==> src/rtl/core/oplp_pkg.sv <==
// shared types and constants of the one-pole low-pass filter core
package oplp_pkg;

    // fixed field widths of the streaming and configuration ports
    localparam int DATA_W    = 32;
    localparam int CFG_W     = 24;
    localparam int CFG_IDX_W = 1;
    localparam int ERR_W     = 3;
    localparam int OUT_W     = 40;

    // register indexes of the configuration port
    localparam logic [CFG_IDX_W-1:0] REG_SAMPLE_RATE = 1'd0;
    localparam logic [CFG_IDX_W-1:0] REG_CUTOFF_FREQ = 1'd1;

    // error codes reported with each result, first failing check wins
    localparam logic [ERR_W-1:0] ERR_OK        = 3'd0;
    localparam logic [ERR_W-1:0] ERR_RATE_ZERO = 3'd1;
    localparam logic [ERR_W-1:0] ERR_RATE_HIGH = 3'd2;
    localparam logic [ERR_W-1:0] ERR_CUT_HIGH  = 3'd3;
    localparam logic [ERR_W-1:0] ERR_NYQUIST   = 3'd4;

    // 2*pi in 3.32 fixed point, truncated
    localparam longint unsigned TAU_Q32 = 64'd26986075409;

    // quotient bits produced by the gain divider
    localparam int DIV_STEPS = 33;

    // controller to datapath commands
    typedef struct packed {
        logic load;      // latch sample, error code and cutoff product
        logic den_add;   // finish denominator, seed divider remainder
        logic div_step;  // one restoring division step
        logic mul_a;     // first term: sample times alpha
        logic mul_b;     // second term: kept value times beta, then sum
        logic out_load;  // load the output register
    } t_dp_cmd;

    // datapath to controller status
    typedef struct packed {
        logic out_free;  // output register empty or being taken
    } t_dp_sts;

    // configuration block status
    typedef struct packed {
        logic [ERR_W-1:0] err;
        logic             gain_valid;
    } t_cfg_sts;

endpackage

==> src/rtl/core/oplp_cfg.sv <==
// configuration registers, range checks and gain-valid flag
module oplp_cfg
    import oplp_pkg::*;
#(
    parameter int GAIN_SHIFT = 9
) (
    input  logic                 i_clk,
    input  logic                 i_rst_n,
    input  logic                 i_we,
    input  logic [CFG_IDX_W-1:0] i_idx,
    input  logic [CFG_W-1:0]     i_wdata,
    input  logic                 i_gain_set,
    output logic [CFG_W-1:0]     o_rate,
    output logic [CFG_W-1:0]     o_cutoff,
    output t_cfg_sts             o_sts
);

    localparam logic [31:0] FreqLimit = 32'((64'd1 << (32 - GAIN_SHIFT)) / 8);

    logic [CFG_W-1:0] r_rate;
    logic [CFG_W-1:0] r_cutoff;
    logic             r_gain_valid;
    logic [ERR_W-1:0] err;

    // register writes; any write invalidates the held gain
    always_ff @(posedge i_clk) begin
        if (!i_rst_n) begin
            r_rate       <= CFG_W'(50);
            r_cutoff     <= CFG_W'(1);
            r_gain_valid <= 1'b0;
        end else begin
            if (i_we) begin
                r_gain_valid <= 1'b0;
                case (i_idx)
                    REG_SAMPLE_RATE: r_rate   <= i_wdata;
                    REG_CUTOFF_FREQ: r_cutoff <= i_wdata;
                    default: ;
                endcase
            end else if (i_gain_set) begin
                r_gain_valid <= 1'b1;
            end
        end
    end

    // range checks in priority order
    always_comb begin
        if (r_rate == '0) begin
            err = ERR_RATE_ZERO;
        end else if (32'(r_rate) >= FreqLimit) begin
            err = ERR_RATE_HIGH;
        end else if (32'(r_cutoff) >= FreqLimit) begin
            err = ERR_CUT_HIGH;
        end else if ({r_cutoff, 1'b0} >= {1'b0, r_rate}) begin
            err = ERR_NYQUIST;
        end else begin
            err = ERR_OK;
        end
    end

    assign o_rate           = r_rate;
    assign o_cutoff         = r_cutoff;
    assign o_sts.err        = err;
    assign o_sts.gain_valid = r_gain_valid;

endmodule

==> src/rtl/core/oplp_dp.sv <==
// datapath: gain divider, shared multiplier, filter state and output register
module oplp_dp
    import oplp_pkg::*;
#(
    parameter int SAMPLE_WIDTH = 32,
    parameter int GAIN_SHIFT   = 9
) (
    input  logic             i_clk,
    input  logic             i_rst_n,
    input  t_dp_cmd          i_cmd,
    output t_dp_sts          o_sts,
    input  logic [CFG_W-1:0] i_rate,
    input  logic [CFG_W-1:0] i_cutoff,
    input  logic [ERR_W-1:0] i_err,
    input  logic [DATA_W-1:0] i_sample,
    input  logic             i_out_ready,
    output logic             o_out_valid,
    output logic [OUT_W-1:0] o_out_data
);

    localparam int SW = SAMPLE_WIDTH;
    // frequency bits that can pass the range checks
    localparam int FreqW  = ((29 - GAIN_SHIFT) < CFG_W) ? (29 - GAIN_SHIFT) : CFG_W;
    localparam int TauW   = GAIN_SHIFT + 3;
    localparam longint unsigned TwoPiGain =
        (TAU_Q32 + (64'd1 << (31 - GAIN_SHIFT))) >> (32 - GAIN_SHIFT);
    localparam logic [TauW-1:0] Tau = TauW'(TwoPiGain);

    logic [FreqW-1:0]        rate_t;
    logic [FreqW-1:0]        cut_t;
    logic [FreqW+TauW-1:0]   prod_ct;
    logic [32:0]             r_den;
    logic [32:0]             r_rem;
    logic [32:0]             r_q;
    logic [33:0]             rem_sh;
    logic [33:0]             rem_diff;
    logic                    rem_ge;
    logic [31:0]             alpha;
    logic [31:0]             beta;
    logic signed [SW-1:0]    r_x;
    logic signed [SW-1:0]    r_y;
    logic signed [SW-1:0]    r_term;
    logic [ERR_W-1:0]        r_err;
    logic signed [SW-1:0]    mul_op;
    logic signed [32:0]      mul_gain;
    logic signed [SW+32:0]   prod;
    logic signed [SW-1:0]    prod_hi;
    logic signed [SW-1:0]    sum;
    logic                    r_out_valid;
    logic signed [SW-1:0]    r_out_y;
    logic [ERR_W-1:0]        r_out_err;

    assign rate_t  = i_rate[FreqW-1:0];
    assign cut_t   = i_cutoff[FreqW-1:0];
    assign prod_ct = cut_t * Tau;

    // restoring division step, quotient shifts in from the right
    assign rem_sh   = {r_rem, 1'b0};
    assign rem_diff = rem_sh - {1'b0, r_den};
    assign rem_ge   = (rem_sh >= {1'b0, r_den});

    // gain as the complement of the quotient, the quotient saturated at 2^32 - 1
    assign alpha = r_q[32] ? 32'd0 : ~r_q[31:0];
    assign beta  = ~alpha;

    // shared multiplier, high word of signed sample times unsigned gain
    assign mul_op   = i_cmd.mul_b ? r_y : r_x;
    assign mul_gain = i_cmd.mul_b ? $signed({1'b0, beta}) : $signed({1'b0, alpha});
    assign prod     = mul_op * mul_gain;
    assign prod_hi  = prod[SW+31:32];
    assign sum      = r_term + prod_hi;

    // sample, denominator, divider and term registers
    always_ff @(posedge i_clk) begin
        if (i_cmd.load) begin
            r_x   <= i_sample[SW-1:0];
            r_err <= i_err;
            r_den <= 33'(prod_ct);
        end
        if (i_cmd.den_add) begin
            r_den <= r_den + (33'(rate_t) << GAIN_SHIFT);
            r_rem <= 33'(rate_t) << (GAIN_SHIFT - 1);
        end
        if (i_cmd.div_step) begin
            if (rem_ge) begin
                r_rem <= rem_diff[32:0];
            end else begin
                r_rem <= rem_sh[32:0];
            end
            r_q <= {r_q[31:0], rem_ge};
        end
        if (i_cmd.mul_a) begin
            r_term <= prod_hi;
        end
    end

    // filter state
    always_ff @(posedge i_clk) begin
        if (!i_rst_n) begin
            r_y <= '0;
        end else if (i_cmd.mul_b) begin
            r_y <= sum;
        end
    end

    // output register valid flag
    always_ff @(posedge i_clk) begin
        if (!i_rst_n) begin
            r_out_valid <= 1'b0;
        end else if (i_cmd.out_load) begin
            r_out_valid <= 1'b1;
        end else if (i_out_ready) begin
            r_out_valid <= 1'b0;
        end
    end

    // output payload, new sum when loaded in the second multiply step
    always_ff @(posedge i_clk) begin
        if (i_cmd.out_load) begin
            r_out_y   <= i_cmd.mul_b ? sum : r_y;
            r_out_err <= r_err;
        end
    end

    assign o_sts.out_free = !r_out_valid || i_out_ready;
    assign o_out_valid    = r_out_valid;
    assign o_out_data     = {(OUT_W - DATA_W - ERR_W)'(0), r_out_err, DATA_W'(r_out_y)};

endmodule

==> src/rtl/core/oplp_ctrl.sv <==
// controller: sequences gain division, multiply steps and output load
module oplp_ctrl
    import oplp_pkg::*;
(
    input  logic     i_clk,
    input  logic     i_rst_n,
    input  logic     i_in_valid,
    output logic     o_in_ready,
    input  t_cfg_sts i_cfg_sts,
    input  t_dp_sts  i_dp_sts,
    output t_dp_cmd  o_cmd,
    output logic     o_gain_set
);

    localparam int CntW = $clog2(DIV_STEPS);

    typedef enum logic [2:0] {
        S_IDLE,
        S_DEN,
        S_DIV,
        S_MUL_A,
        S_MUL_B,
        S_OUT
    } t_state;

    t_state          r_state;
    t_state          n_state;
    logic [CntW-1:0] r_cnt;
    logic [CntW-1:0] n_cnt;
    logic            accept;
    logic            div_last;

    assign o_in_ready = (r_state == S_IDLE);
    assign accept     = i_in_valid && o_in_ready;
    assign div_last   = (r_cnt == CntW'(DIV_STEPS - 1));

    // next state and commands
    always_comb begin
        n_state    = r_state;
        n_cnt      = r_cnt;
        o_cmd      = '0;
        o_gain_set = 1'b0;
        case (r_state)
            S_IDLE: begin
                if (accept) begin
                    o_cmd.load = 1'b1;
                    if (i_cfg_sts.err != ERR_OK) begin
                        n_state = S_OUT;
                    end else if (i_cfg_sts.gain_valid) begin
                        n_state = S_MUL_A;
                    end else begin
                        n_state = S_DEN;
                    end
                end
            end
            S_DEN: begin
                o_cmd.den_add = 1'b1;
                n_cnt         = '0;
                n_state       = S_DIV;
            end
            S_DIV: begin
                o_cmd.div_step = 1'b1;
                n_cnt          = r_cnt + 1'b1;
                if (div_last) begin
                    o_gain_set = 1'b1;
                    n_state    = S_MUL_A;
                end
            end
            S_MUL_A: begin
                o_cmd.mul_a = 1'b1;
                n_state     = S_MUL_B;
            end
            S_MUL_B: begin
                o_cmd.mul_b = 1'b1;
                if (i_dp_sts.out_free) begin
                    o_cmd.out_load = 1'b1;
                    n_state        = S_IDLE;
                end else begin
                    n_state = S_OUT;
                end
            end
            S_OUT: begin
                if (i_dp_sts.out_free) begin
                    o_cmd.out_load = 1'b1;
                    n_state        = S_IDLE;
                end
            end
            default: begin
                n_state = S_IDLE;
            end
        endcase
    end

    // state and step counter
    always_ff @(posedge i_clk) begin
        if (!i_rst_n) begin
            r_state <= S_IDLE;
            r_cnt   <= '0;
        end else begin
            r_state <= n_state;
            r_cnt   <= n_cnt;
        end
    end

endmodule

==> src/rtl/core/one_pole_lowpass_with_cutoff_core.sv <==
// top level of the one-pole low-pass filter core
//
// One-pole low-pass filter on signed fixed-point samples. The gain alpha
// follows from the sample-rate and cutoff registers as the complement of
// (rate << (32+GAIN_SHIFT)) / (rate*2^GAIN_SHIFT + cutoff*2pi*2^GAIN_SHIFT),
// and each sample updates the kept value to x*alpha + y*(1-alpha). Only the
// low SAMPLE_WIDTH bits of a sample are used; results are sign-extended to
// 32 bits. One sample is handled at a time: with a held gain an accepted
// sample takes two steps on the one shared multiplier, the second adding
// the terms and loading the output register, or waiting until it is free.
// The first sample after reset or after any configuration write first
// forms the denominator and runs the bit-serial restoring divider that
// computes the gain, which is then held. When a configuration check fails,
// the kept value stays unchanged and the result carries it with the error
// code. A result waiting in the output register does not block acceptance
// of the next sample.
module one_pole_lowpass_with_cutoff_core
    import oplp_pkg::*;
#(
    parameter int SAMPLE_WIDTH = 32,
    parameter int GAIN_SHIFT   = 9
) (
    input  logic                 i_clk,
    input  logic                 i_rst_n,
    // configuration write port
    input  logic                 i_cfg_we,
    input  logic [CFG_IDX_W-1:0] i_cfg_idx,
    input  logic [CFG_W-1:0]     i_cfg_wdata,
    // sample input stream
    input  logic                 s_axis_tvalid,
    output logic                 s_axis_tready,
    input  logic [DATA_W-1:0]    s_axis_tdata,   // [31:0] sample_in
    // result output stream
    output logic                 m_axis_tvalid,
    input  logic                 m_axis_tready,
    output logic [OUT_W-1:0]     m_axis_tdata    // [31:0] filtered_out, [34:32] error_code
);

    t_cfg_sts         cfg_sts;
    t_dp_sts          dp_sts;
    t_dp_cmd          dp_cmd;
    logic             gain_set;
    logic [CFG_W-1:0] rate;
    logic [CFG_W-1:0] cutoff;

    // configuration registers and checks
    oplp_cfg #(
        .GAIN_SHIFT(GAIN_SHIFT)
    ) u_cfg (
        .i_clk      (i_clk),
        .i_rst_n    (i_rst_n),
        .i_we       (i_cfg_we),
        .i_idx      (i_cfg_idx),
        .i_wdata    (i_cfg_wdata),
        .i_gain_set (gain_set),
        .o_rate     (rate),
        .o_cutoff   (cutoff),
        .o_sts      (cfg_sts)
    );

    // controller
    oplp_ctrl u_ctrl (
        .i_clk      (i_clk),
        .i_rst_n    (i_rst_n),
        .i_in_valid (s_axis_tvalid),
        .o_in_ready (s_axis_tready),
        .i_cfg_sts  (cfg_sts),
        .i_dp_sts   (dp_sts),
        .o_cmd      (dp_cmd),
        .o_gain_set (gain_set)
    );

    // datapath
    oplp_dp #(
        .SAMPLE_WIDTH(SAMPLE_WIDTH),
        .GAIN_SHIFT  (GAIN_SHIFT)
    ) u_dp (
        .i_clk       (i_clk),
        .i_rst_n     (i_rst_n),
        .i_cmd       (dp_cmd),
        .o_sts       (dp_sts),
        .i_rate      (rate),
        .i_cutoff    (cutoff),
        .i_err       (cfg_sts.err),
        .i_sample    (s_axis_tdata),
        .i_out_ready (m_axis_tready),
        .o_out_valid (m_axis_tvalid),
        .o_out_data  (m_axis_tdata)
    );

endmodule

==> config.mk <==
export PLATFORM = sky130hd
export DESIGN_NAME = one_pole_lowpass_with_cutoff_core
export DESIGN_NICKNAME = d
export VERILOG_FILES = /design/src/rtl/core/oplp_pkg.sv /design/src/rtl/core/oplp_cfg.sv /design/src/rtl/core/oplp_dp.sv /design/src/rtl/core/oplp_ctrl.sv /design/src/rtl/core/one_pole_lowpass_with_cutoff_core.sv
export SDC_FILE = /design/constraint.sdc
export NUM_CORES = 2
export LEC_CHECK = 0
export BUFFER_PORTS_ARGS = -buffer_cell sky130_fd_sc_hd__buf_2
export CAP_MARGIN = 5
export CORE_AREA = 3 3 296 298
export DETAILED_ROUTE_END_ITERATION = 10
export DIE_AREA = 0 0 299 301
export PLACE_DENSITY_LB_ADDON = 0.1
export SYNTH_ARGS = -nofsm -noshare
export SYNTH_HDL_FRONTEND = slang
export SYNTH_SLANG_ARGS = --single-unit
==> constraint.sdc <==
create_clock -name i_clk -period 10.6 [get_ports i_clk]
set_clock_uncertainty 0.05 [all_clocks]
set_input_delay 1.59 -clock i_clk [delete_from_list [all_inputs] [get_ports i_clk]]
set_output_delay 1.59 -clock i_clk [all_outputs]
set_load 0.005 [all_outputs]
==> flow_metrics.py <==
metrics = {
    "grt": {
        "track_usage_pct": 35.56,
        "grt_start_max_net_pins": 64,
        "antenna_found_initial": 2,
        "grt_pass1_vias": 42400,
        "grt_pass1_wl_um": 244500,
        "gr-total-overflow": 0,
    },
    "placement": {
        "portBuffers": 98,
        "pre_cts_slack_ns": -0.6427,
        "dp_hpwl_um": 132900,
        "gp_congestion": 1.021,
    },
    "synthesis": {
        "yosysSeqAreaShare_pct": 15.39,
        "synth.area.top_cells": "fa_1 (37%), ha_1 (12%), edfxtp_1 (12%)",
        "synth-seq-cells": 292,
        "syn_inst": 5592,
        "synth-async-reset-ratio_pct": 0,
        "synth_area_leader_cell": "fa_1",
        "syn_avg_cell_area_um2": 9.130,
        "synth-main-ff-cell": "edfxtp_1",
        "synth.top_cell.area_share_pct": 36.86,
        "synth-edff-count": 201,
        "synth_warnings": 0,
        "synthTopCellsByCount": "inv_1 (1,055), fa_1 (940), nor2_1 (782), nand2_1 (685), ha_1 (507)",
        "netlist_area_um2": 51050,
        "ys_types": 80,
        "yosysMostFrequentCell": "inv_1",
    },
    "setup_path": {
        "end_kind": "register",
        "max_stage_delay_ns": 0.56,
        "required_ns": 11.05,
        "r2r_start": "u_ctrl.r_state[1]$_SDFFE_PN0P_",
        "path_common_cell": "fa_1",
        "worstPathArrival_ns": 11.14,
        "worst-setup-path-type": "register to register",
        "startpoint_type": "register",
        "crit_slowest_cell": "fa_1",
        "crit_fanout": 9,
        "startpoint": "u_ctrl.r_state[1]$_SDFFE_PN0P_",
    },
    "sta": {
        "finalSetupViolCount": 11,
        "worst-slew-pin-transition_ns": 1.093,
        "maxSlewViolCount": 0,
        "finalCritPeriodShare_pct": 100.8,
        "relSlewSlack_pct": 27.08,
        "hold_viol_final": 0,
        "rsz0062_at_grt": "true",
        "worst_slack_ns": -0.08984,
        "max_clock_freq_ghz": 0.09355,
        "timing.hold.ws_ns": 0.3786,
        "min_period_ns": 10.69,
    },
    "cts": {
        "clockRootBuffer": "clkbuf_16",
        "cts_made_buffers": 38,
        "cts_buffer_depth": 3,
        "htreeDepth": 2,
        "clock_sinks": 292,
        "clock_latency_ns": 0.59,
        "path_clk_slew_ns": 0.06,
        "hold_buffers": 0,
        "cts_tree": "yes",
    },
    "route": {
        "drt_iter0_drc": 3508,
        "drc": 0,
        "vias": 41310,
        "vias_per_cell": 5.662,
        "drt_wl_total_um": 158000,
        "drtPass1Iterations": 6,
        "wl_per_cell_um": 21.66,
        "ant_nets": 0,
    },
    "run_status": {
        "status": "finished, violations left",
        "violations": "setup timing",
    },
    "floorplan": {
        "ios": 104,
        "num_rows": 107,
        "die_w_um": 299,
        "die_area_um2": 90000,
        "initial_core_util_pct": 59.96,
        "die_y_um": 301,
        "coreArea_um2": 85150,
    },
    "run": {
        "drv_cap": 0,
    },
    "layout": {
        "syn2layout_area_growth_pct": 18.12,
        "drive_gt1_share_pct": 16.36,
        "nets": 7632,
    },
    "worst_hold_path": {
        "hp-class": "register to register",
        "hp-start": "u_dp.r_err[0]$_DFFE_PP_",
    },
}
[metrics by stage]
| step | utilization [%] | cell area, µm² | cells | setup TNS, ns |
|---|---|---|---|---|
| CTS | 69.45 | 59140 | 7257 | 0 |
| finish | 70.83 | 60310 | 7296 | -0.6876 |
| detailed placement | 67.46 | 57440 | 7170 | -10.25 |
| global placement | 67.46 | 57440 | 7170 | -9.111 |
| floorplan | - | 51270 | 5596 | 0 |
| global route | 70.82 | 60300 | 7295 | -6.571 |
[cell usage in the layout (no fill, tap or decap), types with 14 or more instances in the layout]
cell | Yosys | routed
fa_2 | 0 | 24
o21a_1 | 28 | 28
edfxtp_1 | 201 | 201
or2_2 | 15 | 15
nor2_1 | 782 | 772
o21bai_1 | 31 | 30
a21o_1 | 86 | 86
xnor2_1 | 116 | 81
xnor2_2 | 0 | 32
buf_6 | 1 | 24
nand2b_1 | 23 | 23
mux2i_4 | 0 | 17
o21ai_0 | 115 | 98
a21oi_2 | 0 | 17
a21oi_1 | 213 | 195
o211ai_1 | 14 | 14
xor2_1 | 75 | 69
ha_1 | 507 | 487
inv_1 | 1055 | 1049
nand4_1 | 27 | 27
dfxtp_1 | 91 | 88
nand2_1 | 685 | 682
buf_2 | 2 | 99
buf_12 | 0 | 65
fa_1 | 940 | 916
mux2i_1 | 60 | 36
nor2b_1 | 26 | 24
nor3_1 | 20 | 18
and2_1 | 38 | 36
buf_4 | 5 | 509
clkbuf_16 | 0 | 44
nand3_1 | 38 | 32
[metal layers]
| metal | share of wire [%] | GRT usage [%] | wire [µm] |
|---|---|---|---|
| met1 | 41 | 49.88 | 64190 |
| met2 | 44 | 54.38 | 69560 |
| met3 | 11 | 8.472 | 17470 |
| met4 | 4.3 | 12.74 | 6800 |
| met5 | 0 | 0 | 0 |
[timing repair]
action                     4_1_cts  5_1_grt
setup endpoints to repair       32       39
cloned                           1        7
pin swaps                       22       74
buffers inserted                18       31
gates resized for setup         51      173
[worst max-delay path, delay by kind of cell (launching register included)]
| family | cells | cell delay [ns] |
|---|---|---|
| AND/OR/NAND/NOR | 9 | 1.45 |
| XOR/XNOR | 3 | 0.52 |
| AO/OA/AOI/OAI | 10 | 2.21 |
| flip-flops | 1 | 0.33 |
| adder cells (fa/ha/maj) | 10 | 4.20 |
| buffers and inverters | 12 | 1.80 |
[final cells by class]
cell class                 count  area (µm²)
clock buffer                  46        1022
timing repair buffer         709        6161
sequential                   292        7861
fill                        6660       24840
clock inverter                22       206.4
multi-input combinational   4025       39650
tap                         1144        1431
antenna                        1       2.502
inverter                    1057        3968
[sequential cells by signal, indices dropped and copies added, names as in the netlist]
name                cells
u_dp.r_x               32
u_dp.r_err              3
u_ctrl.r_cnt            6
u_dp.r_y               32
u_ctrl.r_state          3
u_cfg.r_gain_valid      1
u_dp.r_out_y           32
u_dp.o_out_valid        1
u_cfg.o_cutoff         24
u_dp.r_term            32
u_dp.r_q               33
u_dp.r_out_err          3
u_dp.r_den             33
u_cfg.o_rate           24
u_dp.r_rem             33
[cell families (layout without fill, tap and decap cells)]
| logic type | Yosys count | count (layout) | synth area share [%] |
|---|---|---|---|
| simple gates | 1718 | 1718 | 13.90 |
| fa+ha+maj | 1447 | 1447 | 49.28 |
| buf+inv | 1279 | 1834 | 9.460 |
| compound gates | 599 | 599 | 7.396 |
| flops | 292 | 292 | 15.39 |
| xor+xnor | 191 | 191 | 3.277 |
| mux | 65 | 65 | 1.287 |
| other cells | 1 | 6 | 0.007345 |
[path summary, 6_finish.rpt]
path / slack [ns] / cells after the start / end
worst max-delay path: -0.09 / 44 / u_dp.r_y[31]$_SDFF_PN0_
worst min-delay path: 0.38 / 0 / u_dp.r_out_err[0]$_DFFE_PP_
worst max register to register: -0.09 / 44 / u_dp.r_y[31]$_SDFF_PN0_
worst min register to register: 0.38 / 0 / u_dp.r_out_err[0]$_DFFE_PP_
Power is left out: the tool's default activity adds up to more than one toggle a clock period on the data nets, which glitch-free logic cannot reach.
